===== src/epr_pkg.sv =====
package epr_pkg;

   // Field widths of the configuration registers
   localparam int ATTEMPT_W  = 6;
   localparam int US_W       = 16;
   localparam int TRIG_W     = 8;
   localparam int HALF_W     = 13;

   // Result field widths
   localparam int AVG_W      = 16;
   localparam int DIST_W     = 20;
   localparam int GOOD_W     = 6;
   localparam int PROD_W     = AVG_W + HALF_W;

   // Q8 cm/ms times us gives 1000x the Q8 distance in cm
   localparam int SCALE_DIV  = 1000;

   // floor(x / 1000) as (x * RECIP_MULT) >> RECIP_SHIFT, exact for x below 2^29
   localparam int                 RECIP_W     = 29;
   localparam int                 RECIP_SHIFT = 38;
   localparam logic [RECIP_W-1:0] RECIP_MULT  = 29'd274877907;
   localparam int                 SCALED_W    = PROD_W + RECIP_W;

   // Configuration port
   localparam int CSR_IDX_W  = 3;
   localparam int CSR_DATA_W = 16;

   // Register reset values
   localparam logic [ATTEMPT_W-1:0] RST_ATTEMPT_COUNT = 6'd30;
   localparam logic [US_W-1:0]      RST_MIN_ECHO      = 16'd200;
   localparam logic [US_W-1:0]      RST_SETTLE_GAP    = 16'd1000;
   localparam logic [TRIG_W-1:0]    RST_TRIGGER_WIDTH = 8'd20;
   localparam logic [US_W-1:0]      RST_RISE_TIMEOUT  = 16'd50000;
   localparam logic [HALF_W-1:0]    RST_HALF_SPEED    = 13'd4390;
   localparam logic [US_W-1:0]      RST_FALLBACK      = 16'd140;

   typedef enum logic [CSR_IDX_W-1:0] {
      CSR_ATTEMPT_COUNT  = 3'd0,
      CSR_MIN_ECHO       = 3'd1,
      CSR_SETTLE_GAP     = 3'd2,
      CSR_TRIGGER_WIDTH  = 3'd3,
      CSR_RISE_TIMEOUT   = 3'd4,
      CSR_HALF_SPEED     = 3'd5,
      CSR_FALLBACK       = 3'd6
   } csr_idx_type;

   typedef struct packed {
      logic [ATTEMPT_W-1:0] attempt_count;
      logic [US_W-1:0]      min_echo_us;
      logic [US_W-1:0]      settle_gap_us;
      logic [TRIG_W-1:0]    trigger_width_us;
      logic [US_W-1:0]      rise_timeout_us;
      logic [HALF_W-1:0]    half_speed_q8;
      logic [US_W-1:0]      fallback_us;
   } cfg_type;

   typedef enum logic [2:0] {
      PH_IDLE   = 3'd0,
      PH_SETTLE = 3'd1,
      PH_TRIG   = 3'd2,
      PH_RISE   = 3'd3,
      PH_HIGH   = 3'd4
   } phase_type;

   // Microcode
   localparam int STEP_W = 4;

   typedef enum logic [STEP_W-1:0] {
      ST_WAIT      = 4'd0,
      ST_CHK       = 4'd1,
      ST_LOAD_SUM  = 4'd2,
      ST_DIV_AVG   = 4'd3,
      ST_AVG_SEL   = 4'd4,
      ST_MUL       = 4'd5,
      ST_SCALE     = 4'd6,
      ST_STORE     = 4'd7,
      ST_EMIT      = 4'd8
   } step_type;

   typedef enum logic [3:0] {
      OP_NOP,
      OP_TICK,
      OP_DIV_LOAD_SUM,
      OP_DIV_STEP,
      OP_AVG_SEL,
      OP_MUL,
      OP_SCALE,
      OP_STORE,
      OP_EMIT
   } op_type;

   typedef enum logic [2:0] {
      C_NEVER,
      C_ALWAYS,
      C_IN_ACC,
      C_NOT_FIN,
      C_DIV_MORE,
      C_OUT_FREE
   } cond_type;

   // One control word: operation, jump condition and target, stall when false
   typedef struct packed {
      op_type   op;
      cond_type cond;
      logic     stall;
      step_type target;
   } ctrl_type;

   // Datapath flags seen by the sequencer
   typedef struct packed {
      logic in_acc;
      logic not_fin;
      logic div_more;
      logic out_free;
   } flags_type;

   // Tick unit status
   typedef struct packed {
      logic trigger;
      logic busy;
      logic finish;
   } tick_stat_type;

endpackage


===== src/epr_tick.sv =====
module epr_tick
   import epr_pkg::*;
#(
   parameter int TIMER_BITS   = 16,
   parameter int ATTEMPT_BITS = 6
) (
   input  logic                               clock,
   input  logic                               reset,
   input  logic                               tick_en,
   input  logic                               start_req,
   input  logic                               echo_level,
   input  cfg_type                            cfg,
   output tick_stat_type                      stat,
   output logic [ATTEMPT_BITS-1:0]            accepted,
   output logic [TIMER_BITS+ATTEMPT_BITS-1:0] width_sum
);

   localparam int SUM_W = TIMER_BITS + ATTEMPT_BITS;
   localparam int CMP_W = (TIMER_BITS > US_W) ? TIMER_BITS : US_W;
   localparam int AM_W  = (ATTEMPT_BITS > ATTEMPT_W) ? ATTEMPT_BITS : ATTEMPT_W;
   localparam logic [TIMER_BITS-1:0] TMAX = '1;

   phase_type               phase_ff, phase_in;
   logic [TIMER_BITS-1:0]   timer_ff, timer_in, timer_up;
   logic [ATTEMPT_BITS-1:0] att_ff, att_in, att_next, target;
   logic [ATTEMPT_BITS-1:0] acc_ff, acc_in;
   logic [SUM_W-1:0]        sum_ff, sum_in;
   logic                    fin_ff, fin_in;
   logic [AM_W-1:0]         count_ext;
   logic                    timer_sat;
   logic                    settle_hit, trig_hit, rise_hit, long_enough;

   // Saturating phase timer and limit checks
   assign timer_up   = (timer_ff == TMAX) ? TMAX : timer_ff + TIMER_BITS'(1);
   assign timer_sat  = (timer_up == TMAX);
   assign settle_hit = (CMP_W'(timer_up) >= CMP_W'(cfg.settle_gap_us)) || timer_sat;
   assign trig_hit   = (CMP_W'(timer_up) >= CMP_W'(cfg.trigger_width_us)) || timer_sat;
   assign rise_hit   = (CMP_W'(timer_up) >= CMP_W'(cfg.rise_timeout_us)) || timer_sat;
   assign long_enough = CMP_W'(timer_ff) >= CMP_W'(cfg.min_echo_us);

   // Attempt target, taken modulo the counter range
   assign count_ext = AM_W'(cfg.attempt_count);
   assign target    = count_ext[ATTEMPT_BITS-1:0];
   assign att_next  = att_ff + ATTEMPT_BITS'(1);

   // Per-tick phase update
   always_comb begin
      phase_in = phase_ff;
      timer_in = timer_ff;
      att_in   = att_ff;
      acc_in   = acc_ff;
      sum_in   = sum_ff;
      fin_in   = 1'b0;
      unique case (phase_ff)
         PH_IDLE: begin
            if (start_req) begin
               att_in   = '0;
               acc_in   = '0;
               sum_in   = '0;
               timer_in = '0;
               phase_in = PH_SETTLE;
            end
         end
         PH_SETTLE: begin
            timer_in = timer_up;
            if (settle_hit) begin
               timer_in = '0;
               phase_in = PH_TRIG;
            end
         end
         PH_TRIG: begin
            timer_in = timer_up;
            if (trig_hit) begin
               timer_in = '0;
               phase_in = PH_RISE;
            end
         end
         PH_RISE: begin
            if (echo_level) begin
               timer_in = TIMER_BITS'(1);
               phase_in = PH_HIGH;
            end else begin
               timer_in = timer_up;
               if (rise_hit) begin
                  att_in   = att_next;
                  timer_in = '0;
                  if (target != '0 && att_next < target) begin
                     phase_in = PH_SETTLE;
                  end else begin
                     phase_in = PH_IDLE;
                     fin_in   = 1'b1;
                  end
               end
            end
         end
         PH_HIGH: begin
            if (echo_level) begin
               timer_in = timer_up;
            end else begin
               if (long_enough) begin
                  acc_in = acc_ff + ATTEMPT_BITS'(1);
                  sum_in = sum_ff + SUM_W'(timer_ff);
               end
               att_in   = att_next;
               timer_in = '0;
               if (target != '0 && att_next < target) begin
                  phase_in = PH_SETTLE;
               end else begin
                  phase_in = PH_IDLE;
                  fin_in   = 1'b1;
               end
            end
         end
         default: begin
            phase_in = PH_IDLE;
            timer_in = '0;
         end
      endcase
   end

   always_ff @(posedge clock) begin
      if (reset) begin
         phase_ff <= PH_IDLE;
         timer_ff <= '0;
         att_ff   <= '0;
         acc_ff   <= '0;
         sum_ff   <= '0;
         fin_ff   <= 1'b0;
      end else if (tick_en) begin
         phase_ff <= phase_in;
         timer_ff <= timer_in;
         att_ff   <= att_in;
         acc_ff   <= acc_in;
         sum_ff   <= sum_in;
         fin_ff   <= fin_in;
      end
   end

   assign stat.trigger = (phase_ff == PH_TRIG);
   assign stat.busy    = (phase_ff != PH_IDLE);
   assign stat.finish  = fin_ff;
   assign accepted     = acc_ff;
   assign width_sum    = sum_ff;

endmodule


===== config.mk =====
export PLATFORM = sky130hd
export DESIGN_NAME = epr_tick
export DESIGN_NICKNAME = d
export VERILOG_FILES = /design/src/epr_pkg.sv /design/src/epr_tick.sv
export SDC_FILE = /design/constraint.sdc
export NUM_CORES = 1
export LEC_CHECK = 0
export BUFFER_PORTS_ARGS = -buffer_cell sky130_fd_sc_hd__buf_2
export CAP_MARGIN = 20
export CORE_MARGIN = 4
export CORE_UTILIZATION = 50
export DETAILED_ROUTE_END_ITERATION = 6
export MAX_ROUTING_LAYER = met4
export PLACE_DENSITY = 0.73
export RECOVER_POWER = 100
export SLEW_MARGIN = 15
export SYNTH_ARGS = -nofsm -noshare
export SYNTH_HDL_FRONTEND = slang
export SYNTH_SLANG_ARGS = --single-unit

===== constraint.sdc =====
create_clock -name clock -period 9.82 [get_ports clock]
set_clock_uncertainty 0.1 [all_clocks]
set_input_delay 0.491 -clock clock [delete_from_list [all_inputs] [get_ports clock]]
set_output_delay 0.491 -clock clock [all_outputs]
set_load 0.01 [all_outputs]

* Yosys cells after proc, flatten, opt, wreduce, memory -nomap -nowiden
Index checks and enable logic that the tools add are counted.
** Word-level totals
- Latch bits :: 0
- Memory bits (writable) :: 0
- Bits of input ports :: 96
- Bits in read-only memories :: 0
- Memories kept :: 0
- Register bits :: 54
- Output and inout port bits :: 31
** Operators by class
- Add/subtract/negate cells :: 4
- Magnitude comparators :: 5
- Divide/modulo/power cells :: 0
- $mul :: 0
- Reduce and logical (&&, ||, !) cells :: 13
- Eq/ne operators :: 14
- Multiplexer cells :: 33
- Shift-type cells :: 0
- Bitwise logic cells :: 0
** Operators by type and width (count)
- $mux W16 :: 7
- $pmux W16 S5 :: 1
- $mux W22 :: 3
- $ge A16 B16 Y1 :: 3
- $pmux W22 S2 :: 1
- $mux W6 :: 6
- $eq A16 B16 Y1 const B :: 2
- $add A22 B16 Y22 :: 1
- $mux W3 :: 6
- $pmux W6 S3 :: 1
- $add A16 B1 Y16 const B :: 1
- $ge A16 B8 Y1 :: 1
- $pmux W3 S5 :: 1
- $add A6 B1 Y6 const B :: 2
- $ne A2 B2 Y1 const B :: 6
- $pmux W6 S2 :: 1
- $reduce_and A6 Y1 :: 2
- $eq A3 B2 Y1 const B :: 2
- $lt A6 B6 Y1 :: 1
- $reduce_bool A3 Y1 :: 2
- $reduce_bool A6 Y1 :: 1
- $mux W1 :: 5
- $reduce_and A5 Y1 :: 1
- $eq A3 B1 Y1 const B :: 1
- other kinds (9) :: 11

* Depth between registers and ports, before layout
- Word-level depth :: 7
- Mapped depth :: 18
- Depth with buffers taken out :: 15

* Least setup slack after synthesis
Ideal clock, no wire load.
- Path kind :: register to register
- Start :: register timer_ff[1]
- End :: register timer_ff[12]
- Slack :: 5.971 ns
- Setup time :: 0.069 ns
- Data arrival time :: 3.680 ns
- Clock period less this slack :: 3.849 ns
- Buffers on the path :: 3
- Cell stages (with the launch flop) :: 18
- Cell sequence :: dfxtp_1 > ha_1 > and3_4 > buf_6 > nand2_2 > or3_1 > buf_4 > and2_1 > inv_1 > ha_1 > a21o_1 > a221oi_1 > o211ai_1 > o41a_1 > a21oi_4 > o211ai_4 > buf_6 > o21ai_1
** Between the ends
- Cells in the longest elaborated chain, start to end :: 7
- Elaborated cells between the ends (all ways) :: 16
- Classes of those cells :: add/sub: 1; order compare: 3; eq/ne: 2; mux: 7; reduce/logical: 3
** RTL lines
- start: declaration :: line epr_tick.sv:24 : logic [TIMER_BITS-1:0] timer_ff, timer_in, timer_up;
- start signal: assignment :: line epr_tick.sv:131 : timer_ff <= timer_in;
- $add A16 B1 Y16 or $eq A16 B16 Y1 (tied branches) :: line epr_tick.sv:34 : assign timer_up = (timer_ff == TMAX) ? TMAX : timer_ff + TIMER_BITS'(1);
- $mux W16 (*) :: line epr_tick.sv:34
- $ge A16 B16 Y1 or $eq A16 B16 Y1 (tied branches) :: line epr_tick.sv:38, epr_tick.sv:35
- $logic_or A1 B1 Y1 :: line epr_tick.sv:38 : assign rise_hit = (CMP_W'(timer_up) >= CMP_W'(cfg.rise_timeout_us)) || timer_sat;
- $mux W16 :: line epr_tick.sv:84 : if (rise_hit) begin
- $mux W16 :: line epr_tick.sv:79 : if (echo_level) begin
- $pmux W16 S5 (*) :: line epr_tick.sv:54 : unique case (phase_ff)
Every way passes the cells marked *; elsewhere a longest branch is shown, timed or not.
A chain may end at the register's enable or synchronous reset.

* Worst setup path after layout
- Start :: register timer_ff[0]
- End :: register timer_ff[9]
The elaborated chain is that of the path after synthesis.

==> metrics.txt <==
run status=complete, but fails checks; violated checks=max-capacitance violations; total I/O pin count=127; standby leakage power=2.897 nW; number of setup buffers added after CTS=0; post-synth top area share=19.94%; CTS sink count=54; critical path capture point type=flip-flop; most instantiated flip-flop cell in the synthesis netlist=dfxtp_1; nets@finish=955; largest stage delay on the critical path=0.66 ns; antenna violations before repair=0; switching power of the nets=151.2 uW; maximum number of pins on one net before global-route repair=28; number of synthesis warnings=0; synthesis-stage register bit count=54; number of detailed-routing iterations run before antenna repair=4; MaxCap Viol Count=1; CTS tree=built; chain of cells forming the critical path=ha_1 -> and3_1 -> nand2_1 -> or3_1 -> and2_0 -> inv_1 -> ha_1 -> a21o_1 -> a221oi_1 -> o211ai_1 -> o41a_1 -> a21oi_1 -> o211ai_1 -> o21ai_0; count of mapped cells out of synthesis=705; number of hold violations in the final report=0; setup repair after global routing missed its margin=false; TritonCTS buffer count=5; core area=10460 sq um; maximum clock frequency=0.1776 GHz; number of buffers inserted by port buffering=97; IR Drop Worst-Case VDD=0.00006467 V; antenna cell count=0; H-tree depth=2; Slew Limit Fails=0; most area-hungry cell type in the Yosys netlist=dfxtp_1; Tightest Pin Transition=1.464 ns; most common cell in the synthesized netlist=inv_1; CP Data Required Time=9.93 ns; relative contribution of the clock network to total power=28.5%; Overall Power=458.2 uW; y dimension of the die=112.1 um; final-layout worst hold slack=0.3817 ns; root buf cell=clkbuf_8; part of the Yosys area used for sequential elements=19.94%; part of the power in combinational logic=22.2%; number of enable flip-flop cells after synthesis=0; Die W=112.1 um; switch share=32.99%; share of the clock period used by the worst path after layout=57.34%; Iter 0 DRT Violations=465; slowest library cell on the worst path=o211ai_1; final std cells w/o fill=915; buffer levels on the longest clock path=2; placement-stage worst setup slack=5.349 ns; register clock-pin slew on the reported worst setup and hold paths=0.11 ns; register share of total power=49.3%; clock latency on the worst-skew pair=0.32 ns; sort of element at the start of the critical path=flip-flop; maximum fanout encountered on the critical timing path=15; PD cells=77.65 nW/um^2; per-cell routed wire length=15.23 um; number of global-route vias before repair=5044; async set or reset register ratio after synthesis=0%; GRT Residual Overflow=0; DP Wirelength=11140 um; Post-Synthesis Mean Instance Area=7.692 sq um; min-delay worst type=reg2reg; min Tclk post-route=5.630 ns; post-route setup slack=4.190 ns; number of resized instances in the post-cts repair step=0; post-detailed-route DRC marker count=0; placed cell count=907; endpoints failing setup=0; critical path type=reg2reg; number of library cell types mapped by synthesis=75; relative max-transition margin=1.989%; initial standard-cell utilization of the core=51.83%; vias post-DR=5268; count of hold buffers inserted by post-cts repair=0; Post-synth top cells=inv_1 (86), ha_1 (80), nand2_1 (64); cell area after technology mapping=5423 sq um; Routed Wire Length=13940 um; share of cells above drive strength 1=13.09%; Routability Congestion=0.9272; Die Area=12580 sq um; Area contributors post-synth=dfxtp_1 (20%), ha_1 (18%), inv_1 (6.0%), a21oi_1 (5.4%), nand2_1 (4.4%); standard-cell rows=37; residual antenna-violating net count after detailed routing=0; synthesized netlist net count=882; via/cell ratio=5.757; Setup Total Neg Slack=0 ns; worst endpoint data arrival time=5.74 ns; first-pass GRT wire length=23250 um; Int Power=307.0 uW; GRT Util Overall=22.26%; P&R area growth vs syn=8.814%
[layout by cell type (no fill, tap or decap), types with 3 or more instances in the layout]
cell	instances
and4_1	4
o21ai_0	29
nand2_1	65
nor3_1	9
xnor2_1	18
a31oi_1	9
or3_1	4
xor2_1	13
o21ai_2	8
dfxtp_1	54
o21ai_1	3
clkbuf_1	30
buf_2	67
o21a_1	10
ha_1	80
nand4_1	14
a211o_1	5
a21boi_0	3
nor2b_1	5
or4_1	9
o211ai_1	10
o31ai_1	10
nor2_1	32
and2_1	8
a21oi_1	58
clkbuf_8	5
nand2b_1	9
nor3b_1	3
a21o_1	14
and3_1	5
a211oi_1	5
nand3_1	40
and4_2	3
o22ai_1	3
inv_1	86
[metal layers]
layer	global-route usage, %	share of wire, %	up-vias
met5	-	0	-
met4	6.651	2.1	0
li1	-	-	2661
met2	36.55	47	164
met3	2.426	6.1	20
met1	28.92	45	2423
[worst max-delay path: cells and delay by family (launching register included)]
family | cells | cell delay [ns]
AND/OR/NAND/NOR | 4 | 1.41
AO/OA/AOI/OAI | 7 | 2.66
buffers and inverters | 1 | 0.16
flip-flops | 1 | 0.58
adder cells (fa/ha/maj) | 2 | 0.58
[per-stage QoR]
stage / cell area, sq um / utilization, %
after floorplan: 5423 / -
after global placement: 5883 / 56.23
after detailed placement: 5883 / 56.23
after CTS: 5976 / 57.12
after global routing: 5901 / 56.40
final: 5901 / 56.40
[cell families after synthesis]
| logic type | Yosys count | share of synthesized area, % |
|---|---|---|
| adders and majority gates | 81 | 18.83 |
| and+or+nand+nor | 226 | 21.92 |
| AOI/OAI and AO/OA | 193 | 24.30 |
| xor gates and xnor gates | 31 | 5.007 |
| buffers and inverters | 119 | 9.760 |
| DFF | 54 | 19.94 |
| muxes | 1 | 0.2537 |
[final cells by class]
type	count	area (sq um)
tap	136	170.2
timing repair buffer	98	455.4
multi-input combinational	532	3775
clock inverter	3	23.77
fill	1022	4562
inverter	87	326.6
clock buffer	5	68.82
sequential	54	1081
[state kept, by name, indices dropped and copies added (netlist names)]
name,cells
accepted,6
att_ff,6
fin_ff,1
phase_ff,3
timer_ff,16
width_sum,22
[final timing paths]
| kind | startpoint | end | slack, ns | depth (start not counted) |
|---|---|---|---|---|
| max reg2reg | timer_ff[0]$_SDFFE_PP0P_ | timer_ff[9]$_SDFFE_PP0P_ | 4.19 | 14 |
| min reg2reg | fin_ff$_SDFFE_PP0P_ | fin_ff$_SDFFE_PP0P_ | 0.38 | 2 |
| min | fin_ff$_SDFFE_PP0P_ | fin_ff$_SDFFE_PP0P_ | 0.38 | 2 |
| max | timer_ff[0]$_SDFFE_PP0P_ | timer_ff[9]$_SDFFE_PP0P_ | 4.19 | 14 |
[power groups by stage]
stage	Combinational (mW)	Clock [mW]	Sequential, mW
finish	0.102	0.131	0.226
global route	0.115	0.144	0.227
CTS	0.105	0.136	0.226
detailed placement	0.105	0	0.231
global placement	0.102	0	0.231
floorplan	0.0761	0	0.227
(Power assumes the default switching activity.)
