$ cat config.mk
export PLATFORM = sky130hd
export DESIGN_NAME = epr_div
export DESIGN_NICKNAME = d
export VERILOG_FILES = /design/src/epr_div.sv
export SDC_FILE = /design/constraint.sdc
export NUM_CORES = 1
export LEC_CHECK = 0
export BUFFER_PORTS_ARGS = -buffer_cell sky130_fd_sc_hd__buf_2
export CORE_MARGIN = 1
export CORE_UTILIZATION = 27
export DETAILED_ROUTE_END_ITERATION = 10
export SYNTH_ARGS = -nofsm -noshare
export SYNTH_HDL_FRONTEND = slang
export SYNTH_SLANG_ARGS = --single-unit
$ cat constraint.sdc
create_clock -name clock -period 2.88 [get_ports clock]
set_clock_uncertainty 0.15 [all_clocks]
set_input_delay 0.288 -clock clock [delete_from_list [all_inputs] [get_ports clock]]
set_output_delay 0.288 -clock clock [all_outputs]
set_load 0.01 [all_outputs]
$ cat src/epr_div.sv
module epr_div #(
   parameter int DVD_W = 29,
   parameter int DVS_W = 10
) (
   input  logic             clock,
   input  logic             reset,
   input  logic             load,
   input  logic             step,
   input  logic [DVD_W-1:0] dividend,
   input  logic [DVS_W-1:0] divisor,
   output logic [DVD_W-1:0] quotient,
   output logic             more
);

   localparam int CNT_W = $clog2(DVD_W + 1);

   logic [DVS_W:0]   rem_ff, rem_in, rem_sh;
   logic [DVD_W-1:0] quo_ff, quo_in;
   logic [DVS_W-1:0] dvs_ff;
   logic [CNT_W-1:0] cnt_ff, cnt_in;
   logic             fits;

   // One restoring step: shift in the next dividend bit, subtract if it fits
   assign rem_sh = {rem_ff[DVS_W-1:0], quo_ff[DVD_W-1]};
   assign fits   = rem_sh >= {1'b0, dvs_ff};

   always_comb begin
      rem_in = rem_ff;
      quo_in = quo_ff;
      cnt_in = cnt_ff;
      if (load) begin
         rem_in = '0;
         quo_in = dividend;
         cnt_in = CNT_W'(DVD_W);
      end else if (step) begin
         rem_in = fits ? rem_sh - {1'b0, dvs_ff} : rem_sh;
         quo_in = {quo_ff[DVD_W-2:0], fits};
         cnt_in = cnt_ff - CNT_W'(1);
      end
   end

   // Step counter is control state
   always_ff @(posedge clock) begin
      if (reset) begin
         cnt_ff <= '0;
      end else begin
         cnt_ff <= cnt_in;
      end
   end

   always_ff @(posedge clock) begin
      rem_ff <= rem_in;
      quo_ff <= quo_in;
      if (load) begin
         dvs_ff <= divisor;
      end
   end

   assign quotient = quo_ff;
   assign more     = (cnt_ff != CNT_W'(1));

endmodule
# Word level (Yosys, flattened, before mapping)
# Cells that the tools add are included.
# totals
regBits	54
output_inout_bits	30
# classes
n_reduce_logical	2
n_mux	5
addsub	2
magnitude_cmp	1
eq_ne	1
# ops
operator	count
$mux 29	2
$ge 11x10->1	1
$mux 10	1
$mux 5	2
$sub 10x10->10	1
$ne 5x1->1 const B	1
$sub 5x1->5 const B	1
$reduce_bool 2->1	1
$reduce_or 2->1	1

# Longest topological paths before layout
# Gate-level depths: netlist (run 1).
# logic_depth
ltp_word	3
depth_mapped	10
ltp_nobuf	10

# Worst setup path after synthesis (run 1)
# OpenSTA, ideal clock, no wires.
# synth_path
path_type	register -> register
from	reg quo_ff[28] (netlist: quotient[28])
to	reg rem_ff[8]
path_slack_ns	0.318
period_less_slack_ns	2.562
stages_incl_launch_ff	11
arrival_ns	2.269
n_path_buf	0
cell_sequence	edfxtp_1 inv_1 ha_1 inv_1 fa_1 a211oi_1 nor3_1 o31a_1 or3_1 nand3_1 a311oi_1
# synth_via
elab_chain_cells	2
word_cells_on_any_way	3
classes_between	add/sub (1); order compare (1); mux (1)
# synth_lines
item	line	text
start: declaration	18	logic [DVD_W-1:0] quo_ff, quo_in;
start signal: assignment	53	quo_ff <= quo_in;
$sub 10x10->10 / $ge 11x10->1 (equally long branches)	36, 25	
$mux 10 *	36	rem_in = fits ? rem_sh - {1'b0, dvs_ff} : rem_sh;
end signal: assignment	52	rem_ff <= rem_in;
end: declaration	17	logic [DVS_W:0] rem_ff, rem_in, rem_sh;
# Mark *: on every way between the ends. The rest lies on a longest branch, timed or not.
# A chain may end at the register's enable or synchronous reset.

# Worst setup path after layout (run 1)
# Ends and elaborated chain as after synthesis.

==> out/summary.md, run 1 <==
## Status
- **result of the run** completed

## Clocking
- **clock slew at the register clock pins of the worst setup and hold paths** 120 ps
- **total clock buffers created by CTS** 5
- **source-to-sink clock delay at the later pin of the worst-skew pair** 320 ps
- **deepest level of the CTS H-tree** 2
- **buffer type at the clock tree root** sky130_fd_sc_hd__clkbuf_8
- **TritonCTS sink count** 54
- **number of setup buffers added after CTS** 0
- **TritonCTS clock tree** yes
- **Bufs on Longest Clock Path** 2

## Global route
- **first-pass GRT wire length** 9070 um
- **largest net degree at the start of global routing** 33
- **number of global-route vias before repair** 1968
- **global router's overall resource usage** 11.1%
- **grt ovf** 0
- **initial antenna violation count** 0

## Synth
- **number of synthesized flops with an enable pin** 39
- **most instantiated library cell after synthesis** sky130_fd_sc_hd__edfxtp_1
- **Post-synth ARST share** 0%
- **Avg Synthesized Cell Area** 12.5 um^2
- **total nets after synthesis** 273
- **fraction of the mapped netlist area in simple logic gates** 9.39%
- **cell taking the most area after synthesis** sky130_fd_sc_hd__edfxtp_1
- **biggest area contributors in the synthesized netlist** sky130_fd_sc_hd__edfxtp_1, sky130_fd_sc_hd__mux2_2, sky130_fd_sc_hd__dfxtp_1, sky130_fd_sc_hd__ha_1, sky130_fd_sc_hd__nor2_1
- **mux contribution to synthesized area** 14.0%
- **Post-synth top flop** sky130_fd_sc_hd__edfxtp_1
- **most frequent cells after synthesis** sky130_fd_sc_hd__edfxtp_1, sky130_fd_sc_hd__mux2_2, sky130_fd_sc_hd__nor2_1, sky130_fd_sc_hd__dfxtp_1, sky130_fd_sc_hd__inv_1
- **area share of xor/xnor cells in the synthesized design** 3.22%
- **largest family of logic cells by synthesized area** multiplexers
- **top-area cell type share of the netlist area** 43.1%
- **flop and latch count out of synthesis** 54
- **post-synthesis instance area** 2720 um^2
- **number of cells produced by synthesis** 217
- **proportion of synthesized chip area in sequential cells** 54.1%
- **complex-gate fraction of the synthesized area** 9.66%
- **Yosys warnings** 0
- **Cell variety after synth** 46
- **post-synthesis share of cell area spent on full adders, half adders and majority gates** 6.26%

## Worst setup path
- **crit end category** flop
- **largest driver fanout on the critical path** 3
- **type of origin of the critical path** flop
- **data required time at the worst endpoint** 2910 ps
- **data arrival time of the worst path** 2620 ps
- **Crit Path Category** flop to flop

## Layout
- **count of inserted antenna diode cells** 0
- **layout cells sized above 1** 40.5%
- **number of fill cells** 1002
- **Net count, final** 354
- **signed area change from the synthesized netlist to the final layout** 25.5%
- **Post-Layout Cell Count** 432

## Timing
- **post-route clock period utilization** 90.0%
- **final setup vio count** 0
- **hold violation count in the final report** 0
- **slew at the pin closest to its max-slew limit** 683 ps
- **fin crit period** 2590 ps
- **Max Clk Rate** 0.386 GHz
- **count of final max-slew check failures** 0
- **remaining max-slew budget at the tightest pin** 54.5%
- **Final TNS setup** 0 ps
- **unrepaired setup endpoints after global routing** false

## Power and ir drop
- **Leak Pwr** 0.00144 uW
- **P per Cell Area** 546 nW/um^2
- **maximum ir drop on the vdd rail** 0.235 mV

## Floorplanning
- **width of the die** 102 um
- **initial core utilization** 27.8%
- **core outline area** 9770 um^2
- **number of cell rows** 36
- **area of the die** 10500 um^2
- **Vert. Die Dim** 102 um
- **total I/O pin count** 73

## Placed design
- **buffers added on ports** 72
- **final weighted congestion of routability-driven global placement** 0.741
- **Cells after DPL** 414
- **final HPWL from detailed placement** 3850 um

## Route
- **DRC marker count from the first detailed-route iteration** 52
- **detailed-route wire length** 5460 um
- **DR vias** 1867
- **detailed-routing iteration count for the pre-antenna-repair pass** 4
- **average wire per standard cell** 12.6 um
- **Antenna Nets Post-Route** 0
- **post-detailed-route DRC marker count** 0
- **via density per instance** 4.32

## Worst hold path
- **type of the tightest min-delay check** input pin to flop

## Job
- **max cap viols** 0

## cell usage in the layout, fill, tap and decap left out, types with 6 or more instances in the layout
| master | synthesis | final |
|---|---|---|
| sky130_fd_sc_hd__buf_2 | 0 | 72 |
| sky130_fd_sc_hd__edfxtp_1 | 39 | 39 |
| sky130_fd_sc_hd__mux2_2 | 29 | 29 |
| sky130_fd_sc_hd__nor2_1 | 19 | 19 |
| sky130_fd_sc_hd__dfxtp_1 | 15 | 15 |
| sky130_fd_sc_hd__inv_1 | 13 | 13 |
| sky130_fd_sc_hd__ha_1 | 12 | 12 |
| sky130_fd_sc_hd__dlygate4sd3_1 | 0 | 10 |
| sky130_fd_sc_hd__nand2_1 | 8 | 8 |
| sky130_fd_sc_hd__xor2_1 | 7 | 7 |
| sky130_fd_sc_hd__a211oi_1 | 7 | 6 |
## final cells by class
class	count	area (um^2)	area share, %
tap	133	166	4.88
timing repair buffer	83	468	13.7
inverter	13	48.8	1.43
multi-input combinational	141	1160	34.1
clock buffer	5	68.8	2.02
sequential	54	1470	43.1
clock inverter	3	26.3	0.770
## cells by family after synthesis
logic type,Yosys count
AOI/OAI and AO/OA,34
and+or+nand+nor,50
buffers and inverters,22
xor gates and xnor gates,10
muxes,34
DFF,54
adders and majority gates,13
## final timing paths
check	startpoint	end	slack, ps	cells past startpoint
max reg2reg	quotient[28]	rem_ff[8]	290	10
min reg2reg	rem_ff[5]	rem_ff[5]	360	2
max	quotient[28]	rem_ff[8]	290	10
min	reset	cnt_ff[4]	50	2
## registers in the layout, summed over array words and instances, names as in the netlist
| register | flops |
|---|---|
| rem_ff | 10 |
| quotient | 29 |
| cnt_ff | 5 |
| dvs_ff | 10 |
## layer usage
layer  vias to the layer above  GRT usage (%)  share of wire, %
met5                         -              0                 0
met3                         5           3.35               5.9
met4                         0           2.97              0.68
met1                       851           13.9                46
li1                        962              -                 -
met2                        49           18.6                47
## where the power goes
group | total [uW] | internal (uW) | switching (uW)
logic | 432 | 211 | 221
clock network | 464 | 180 | 284
registers | 967 | 924 | 43.7
## what timing repair did
item,CTS,global route
resized for setup,0,1
hold buffers,10,0
setup endpoints to repair,0,1
endpoints found under the hold margin,10,0
## stage by stage
stage          util (%)  worst slack (ps)  hold slack, ps  instance area [um^2]  total power (uW)
6_report           34.9               288            47.5                  3410              1860
2_1_floorplan         -               318             210                  2720              1280
3_3_place_gp       32.9               272             317                  3210              1400
5_1_grt            34.9              79.1            36.6                  3410              1980
3_5_place_dp       32.9               217             316                  3210              1410
4_1_cts            34.9               184            41.2                  3410              1890
## worst max-delay path, stage by stage, from the launching register on
cell                       delay [ps]
sky130_fd_sc_hd__edfxtp_1         400
sky130_fd_sc_hd__inv_1             80
sky130_fd_sc_hd__ha_1             170
sky130_fd_sc_hd__inv_1             50
sky130_fd_sc_hd__fa_1             420
sky130_fd_sc_hd__a211oi_2         330
sky130_fd_sc_hd__nor3_1            90
sky130_fd_sc_hd__o31a_1           290
sky130_fd_sc_hd__or3_1            300
sky130_fd_sc_hd__nand3_1           90
sky130_fd_sc_hd__a311oi_1          90
Power figures use the tool's default switching activity.
==> inputs of run 2 (changes only) <==
CELL_PAD_IN_SITES_DETAIL_PLACEMENT = 0   (was default)
CELL_PAD_IN_SITES_GLOBAL_PLACEMENT = 1   (was default)
PLACE_DENSITY_LB_ADDON = 0.1   (was default)
clock period = 2.75 ns   (was 2.88 ns; I/O delays follow)
==> out/summary.md, run 2 (same netlist as run 1, synthesis figures left out) <==
## Status
- **result of the run** completed

## Worst hold path
- **Hold Crit Start** reset
- **destination of the worst hold path** cnt_ff[0]
- **type of the tightest min-delay check** input pin to flop
- **cell count of the worst hold path** 2

## Clocking
- **number of setup buffers added after CTS** 0
- **total clock buffers created by CTS** 5
- **TritonCTS sink count** 54
- **source-to-sink clock delay at the later pin of the worst-skew pair** 310 ps
- **deepest level of the CTS H-tree** 2
- **TritonCTS clock tree** yes
- **clock slew at the register clock pins of the worst setup and hold paths** 100 ps
- **Bufs on Longest Clock Path** 2
- **buffer type at the clock tree root** sky130_fd_sc_hd__clkbuf_8

## Timing
- **unrepaired setup endpoints after global routing** false
- **count of final max-slew check failures** 0
- **post-route clock period utilization** 92.7%
- **final setup vio count** 0
- **Max Clk Rate** 0.392 GHz
- **slew at the pin closest to its max-slew limit** 514 ps
- **fin crit period** 2550 ps
- **hold violation count in the final report** 0
- **remaining max-slew budget at the tightest pin** 65.8%
- **Final TNS setup** 0 ps

## Global route
- **grt ovf** 0
- **global router's overall resource usage** 12.2%
- **initial antenna violation count** 0
- **largest net degree at the start of global routing** 29
- **number of global-route vias before repair** 1998
- **first-pass GRT wire length** 9760 um

## Route
- **detailed-routing iteration count for the pre-antenna-repair pass** 4
- **detailed-route wire length** 5870 um
- **via density per instance** 4.39
- **DR vias** 1916
- **post-detailed-route DRC marker count** 0
- **average wire per standard cell** 13.5 um
- **DRC marker count from the first detailed-route iteration** 36
- **Antenna Nets Post-Route** 0

## Layout
- **Largest register FFs** 29
- **commonest non-fill, non-tap cell in the layout** sky130_fd_sc_hd__buf_2
- **number of fill cells** 1011
- **count of inserted antenna diode cells** 0
- **signed area change from the synthesized netlist to the final layout** 26.5%
- **Net count, final** 358
- **Final Core Density** 35.2%
- **final design area excluding fillers** 3440 um^2
- **layout cells sized above 1** 40.9%
- **commonest cells after routing, fill and taps aside** sky130_fd_sc_hd__buf_2, sky130_fd_sc_hd__edfxtp_1, sky130_fd_sc_hd__mux2_2
- **Post-Layout Cell Count** 436

## Worst setup path
- **critical register-to-register path endpoint** rem_ff[8]
- **Crit Path Category** flop to flop
- **type of origin of the critical path** flop
- **largest driver fanout on the critical path** 3
- **data required time at the worst endpoint** 2760 ps
- **data arrival time of the worst path** 2560 ps
- **count of cells along the worst register-to-register path** 10
- **worst flop-to-flop path startpoint** quotient[28]
- **R2R setup slack** 200 ps
- **crit end category** flop

## Power and ir drop
- **internal power summed over all cells** 1380 uW
- **maximum ir drop on the vdd rail** 0.205 mV
- **Leak Pwr** 0.00146 uW
- **clock network fraction of design power** 23.4%
- **Sw Ratio** 28.7%
- **portion of total power attributed to combinational logic** 24.1%
- **switching power** 554 uW
- **proportion of power drawn by flip-flops and latches** 52.5%
- **P per Cell Area** 562 nW/um^2

## Placed design
- **Cells after DPL** 418
- **standard cell area after detailed placement** 3240 um^2
- **buffers added on ports** 72
- **final weighted congestion of routability-driven global placement** 0.702
- **final HPWL from detailed placement** 4180 um

## Floorplanning
- **number of cell rows** 36
- **initial core utilization** 27.8%
- **total I/O pin count** 73
- **width of the die** 102 um
- **core outline area** 9770 um^2
- **Vert. Die Dim** 102 um
- **area of the die** 10500 um^2

## Job
- **max cap viols** 0

run 2: changes by cell type in the layout (fill, tap and decap cells not counted):
cell / delta
sky130_fd_sc_hd__inv_6: -1
sky130_fd_sc_hd__clkinv_1: +1
sky130_fd_sc_hd__clkbuf_1: +1
sky130_fd_sc_hd__a311oi_2: +1
sky130_fd_sc_hd__a311oi_1: -1
sky130_fd_sc_hd__clkinv_4: -1
sky130_fd_sc_hd__buf_4: +4
run 2: area by class of cell:
| class | count | area, um^2 | share of cell area [%] |
|---|---|---|---|
| Clock buffer | 6 | 72.6 | 2.11 |
| Clock inverter | 2 | 12.5 | 0.364 |
| Inverter | 13 | 48.8 | 1.42 |
| Multi-Input combinational cell | 141 | 1170 | 34.0 |
| Sequential cell | 54 | 1470 | 42.8 |
| Tap cell | 133 | 166 | 4.84 |
| Timing Repair Buffer | 87 | 498 | 14.5 |
run 2: per-stage QoR:
| stage | hold slack, ps | setup slack (ps) | total power (uW) |
|---|---|---|---|
| after detailed placement | 303 | 148 | 1490 |
| after CTS | 36.6 | 117 | 1970 |
| final | 46.4 | 200 | 1930 |
| after floorplan | 197 | 188 | 1340 |
| after global placement | 303 | 185 | 1490 |
| after global routing | 25.5 | 18.1 | 2060 |
run 2: how the worst max path moves through the flow:
stage | from | end | cells past startpoint
2_1_floorplan | quotient[28] | rem_ff[8] | 10
3_3_place_gp | quotient[28] | rem_ff[8] | 10
3_5_place_dp | quotient[28] | rem_ff[8] | 10
4_1_cts | quotient[28] | rem_ff[8] | 10
5_1_grt | quotient[28] | rem_ff[8] | 10
6_report | quotient[28] | rem_ff[8] | 10
run 2: power by group through the flow:
stage / registers, uW / logic, uW / clock network (uW)
after floorplan: 1050 / 291 / 0
after global placement: 1030 / 462 / 0
after detailed placement: 1030 / 459 / 0
after CTS: 1010 / 472 / 485
after global routing: 1030 / 525 / 510
final: 1010 / 466 / 451
run 2: worst max-delay path, cell delays in order (launching register included):
cell and delay, ps:
sky130_fd_sc_hd__edfxtp_1 400, sky130_fd_sc_hd__inv_1 80, sky130_fd_sc_hd__ha_1 160, sky130_fd_sc_hd__inv_1 50, sky130_fd_sc_hd__fa_1 430, sky130_fd_sc_hd__a211oi_2 240
sky130_fd_sc_hd__nor3_1 90, sky130_fd_sc_hd__o31a_1 290, sky130_fd_sc_hd__or3_1 310, sky130_fd_sc_hd__nand3_1 100, sky130_fd_sc_hd__a311oi_2 100
run 2: per-layer routing:
metal  track usage [%]  wire length (um)  vias to the layer above
li1                  -                 -                      968
met1              15.3              2710                      897
met2              20.6              2840                       46
met3              3.21               264                        5
met4              3.30                48                        0
met5                 0                 0                        -
run 2: timing repair:
action / CTS / global route
hold buffers: 10 / 0
resized for setup: 0 / 2
endpoints found under the hold margin: 10 / 0
endpoints found under the setup margin: 0 / 1
==> inputs of run 3 (changes only) <==
ABC_AREA = 1   (was default)
==> out/summary.md, run 3 <==
## Layout
- **commonest non-fill, non-tap cell in the layout** sky130_fd_sc_hd__nand2_1
- **commonest cells after routing, fill and taps aside** sky130_fd_sc_hd__nand2_1, sky130_fd_sc_hd__buf_2, sky130_fd_sc_hd__inv_1
- **signed area change from the synthesized netlist to the final layout** 24.4%
- **final design area excluding fillers** 3650 um^2
- **Largest register FFs** 29
- **Net count, final** 501
- **layout cells sized above 1** 22.4%
- **Final Core Density** 35.0%
- **count of inserted antenna diode cells** 0

## Route
- **via density per instance** 4.25
- **detailed-route wire length** 7250 um
- **DRC marker count from the first detailed-route iteration** 80
- **post-detailed-route DRC marker count** 0
- **detailed-routing iteration count for the pre-antenna-repair pass** 6
- **Antenna Nets Post-Route** 0
- **DR vias** 2474
- **average wire per standard cell** 12.5 um

## Clocking
- **# resized after CTS** 0
- **number of setup buffers added after CTS** 0
- **TritonCTS clock tree** yes
- **TritonCTS sink count** 54
- **buffer type at the clock tree root** sky130_fd_sc_hd__clkbuf_8
- **deepest level of the CTS H-tree** 2
- **clock slew at the register clock pins of the worst setup and hold paths** 100 ps
- **Bufs on Longest Clock Path** 2
- **total clock buffers created by CTS** 5
- **source-to-sink clock delay at the later pin of the worst-skew pair** 320 ps

## Timing
- **fin crit period** 2240 ps
- **Final TNS setup** 0 ps
- **final setup vio count** 0
- **remaining max-slew budget at the tightest pin** 64.0%
- **hold violation count in the final report** 0
- **unrepaired setup endpoints after global routing** false
- **post-route clock period utilization** 81.6%
- **slew at the pin closest to its max-slew limit** 539 ps
- **Hold Slack** 65.4 ps
- **count of final max-slew check failures** 0
- **Max Clk Rate** 0.446 GHz

## Power and ir drop
- **maximum ir drop on the vdd rail** 0.245 mV
- **Sw Ratio** 33.5%
- **clock network fraction of design power** 22.0%
- **switching power** 708 uW
- **Leak Pwr** 0.00189 uW
- **total power draw** 2110 uW
- **portion of total power attributed to combinational logic** 29.2%
- **P per Cell Area** 579 nW/um^2
- **internal power summed over all cells** 1410 uW
- **proportion of power drawn by flip-flops and latches** 48.7%

## Floorplanning
- **number of cell rows** 37
- **initial core utilization** 28.2%
- **total I/O pin count** 73
- **width of the die** 106 um
- **core outline area** 10400 um^2
- **Vert. Die Dim** 106 um
- **area of the die** 11300 um^2

## Synth
- **flop and latch count out of synthesis** 54
- **Avg Synthesized Cell Area** 8.17 um^2
- **Yosys warnings** 0
- **number of cells produced by synthesis** 359
- **most frequent cells after synthesis** sky130_fd_sc_hd__nand2_1, sky130_fd_sc_hd__inv_1, sky130_fd_sc_hd__edfxtp_1, sky130_fd_sc_hd__nand3_1, sky130_fd_sc_hd__dfxtp_1
- **biggest area contributors in the synthesized netlist** sky130_fd_sc_hd__edfxtp_1, sky130_fd_sc_hd__nand2_1, sky130_fd_sc_hd__dfxtp_1, sky130_fd_sc_hd__inv_1, sky130_fd_sc_hd__ha_1
- **Cell variety after synth** 27
- **total nets after synthesis** 415
- **Post-synth ARST share** 0%
- **number of synthesized flops with an enable pin** 39
- **post-synthesis instance area** 2930 um^2
- **proportion of synthesized chip area in sequential cells** 50.2%
- **Post-synth top flop** sky130_fd_sc_hd__edfxtp_1
- **top-area cell type share of the netlist area** 39.9%
- **cell taking the most area after synthesis** sky130_fd_sc_hd__edfxtp_1
- **most instantiated library cell after synthesis** sky130_fd_sc_hd__nand2_1

## Worst setup path
- **largest driver fanout on the critical path** 10
- **Crit Path Category** flop to flop
- **type of origin of the critical path** flop
- **count of cells along the worst register-to-register path** 11
- **crit end category** flop
- **worst setup path startpoint** dvs_ff[8]
- **data required time at the worst endpoint** 2830 ps
- **worst flop-to-flop path startpoint** dvs_ff[8]
- **data arrival time of the worst path** 2320 ps

## Global route
- **global router's overall resource usage** 13.8%
- **first-pass GRT wire length** 12000 um
- **initial antenna violation count** 0
- **number of global-route vias before repair** 2482
- **largest net degree at the start of global routing** 43
- **grt ovf** 0

## Placed design
- **standard cell area after detailed placement** 3450 um^2
- **final weighted congestion of routability-driven global placement** 0.701
- **final HPWL from detailed placement** 5300 um
- **buffers added on ports** 72

## Status
- **result of the run** completed

## Worst hold path
- **cell count of the worst hold path** 3
- **Hold Crit Start** dividend[12]
- **type of the tightest min-delay check** input pin to flop

## Job
- **max cap viols** 0

## run 3: cell types whose count changed after synthesis, sizes merged, moves of 4 or more
cell,delta
nand2,+152
inv,+38
mux2,-30
nand3,+20
a211oi,-8
xor2,-6
a21o,-5
nand3b,+5
mux2i,-4
nand4,+4
nor2b,-4
## run 3: worst paths after layout
check | endpoint | slack, ps
worst min register to register | cnt_ff[4] | 320
worst max register to register | rem_ff[2] | 510
worst max-delay path | rem_ff[2] | 510
worst min-delay path | quotient[12] | 70
## run 3: area by class of cell
class	instances	area, um^2
fill	1131	6770
sequential	54	1470
multi-input combinational	245	1220
timing repair buffer	88	508
inverter	51	191
tap	136	170
clock buffer	6	72.6
clock inverter	2	12.5
## run 3: cell families after synthesis
group                      after synthesis  share of synthesized area [%]
DFF                                     54                           50.2
adders and majority gates               13                           5.80
xor gates and xnor gates                 3                          0.896
and+or+nand+nor                        212                           31.5
AOI/OAI and AO/OA                       17                           3.41
buffers and inverters                   60                           8.19
## run 3: power by group through the flow
stage | clock network, uW | logic (uW) | registers [uW]
after global placement | 0 | 625 | 1050
final | 465 | 618 | 1030
after detailed placement | 0 | 618 | 1050
after global routing | 512 | 710 | 1040
after CTS | 495 | 631 | 1030
after floorplan | 0 | 417 | 1060
## run 3: repair_timing
action,in CTS,in global routing
hold buffers,11,0
hold endpoints to repair,12,0
setup endpoints to repair,0,0
## run 3: critical path, stage by stage (launching register included)
cell	delay (ps)
sky130_fd_sc_hd__edfxtp_1	340
sky130_fd_sc_hd__inv_1	40
sky130_fd_sc_hd__ha_1	340
sky130_fd_sc_hd__nand2_1	100
sky130_fd_sc_hd__nand2_1	80
sky130_fd_sc_hd__nand2_1	60
sky130_fd_sc_hd__nand2_1	60
sky130_fd_sc_hd__nor2_2	450
sky130_fd_sc_hd__nand2_2	240
sky130_fd_sc_hd__nand2_1	110
sky130_fd_sc_hd__nand3_1	60
sky130_fd_sc_hd__o21ai_0	130
## run 3: through the flow
stage,std cells,setup WS (ps)
finish,582,506
global route,582,288
CTS,582,444
detailed placement,563,466
global placement,563,535
floorplan,359,872
## run 3: routing by layer
layer	track usage (%)	share of wire, %	up-vias
met1	17.5	47	1103
li1	-	-	1301
met2	22.7	46	64
met3	3.43	5.3	6
met5	0	0	-
met4	4.46	1.4	0
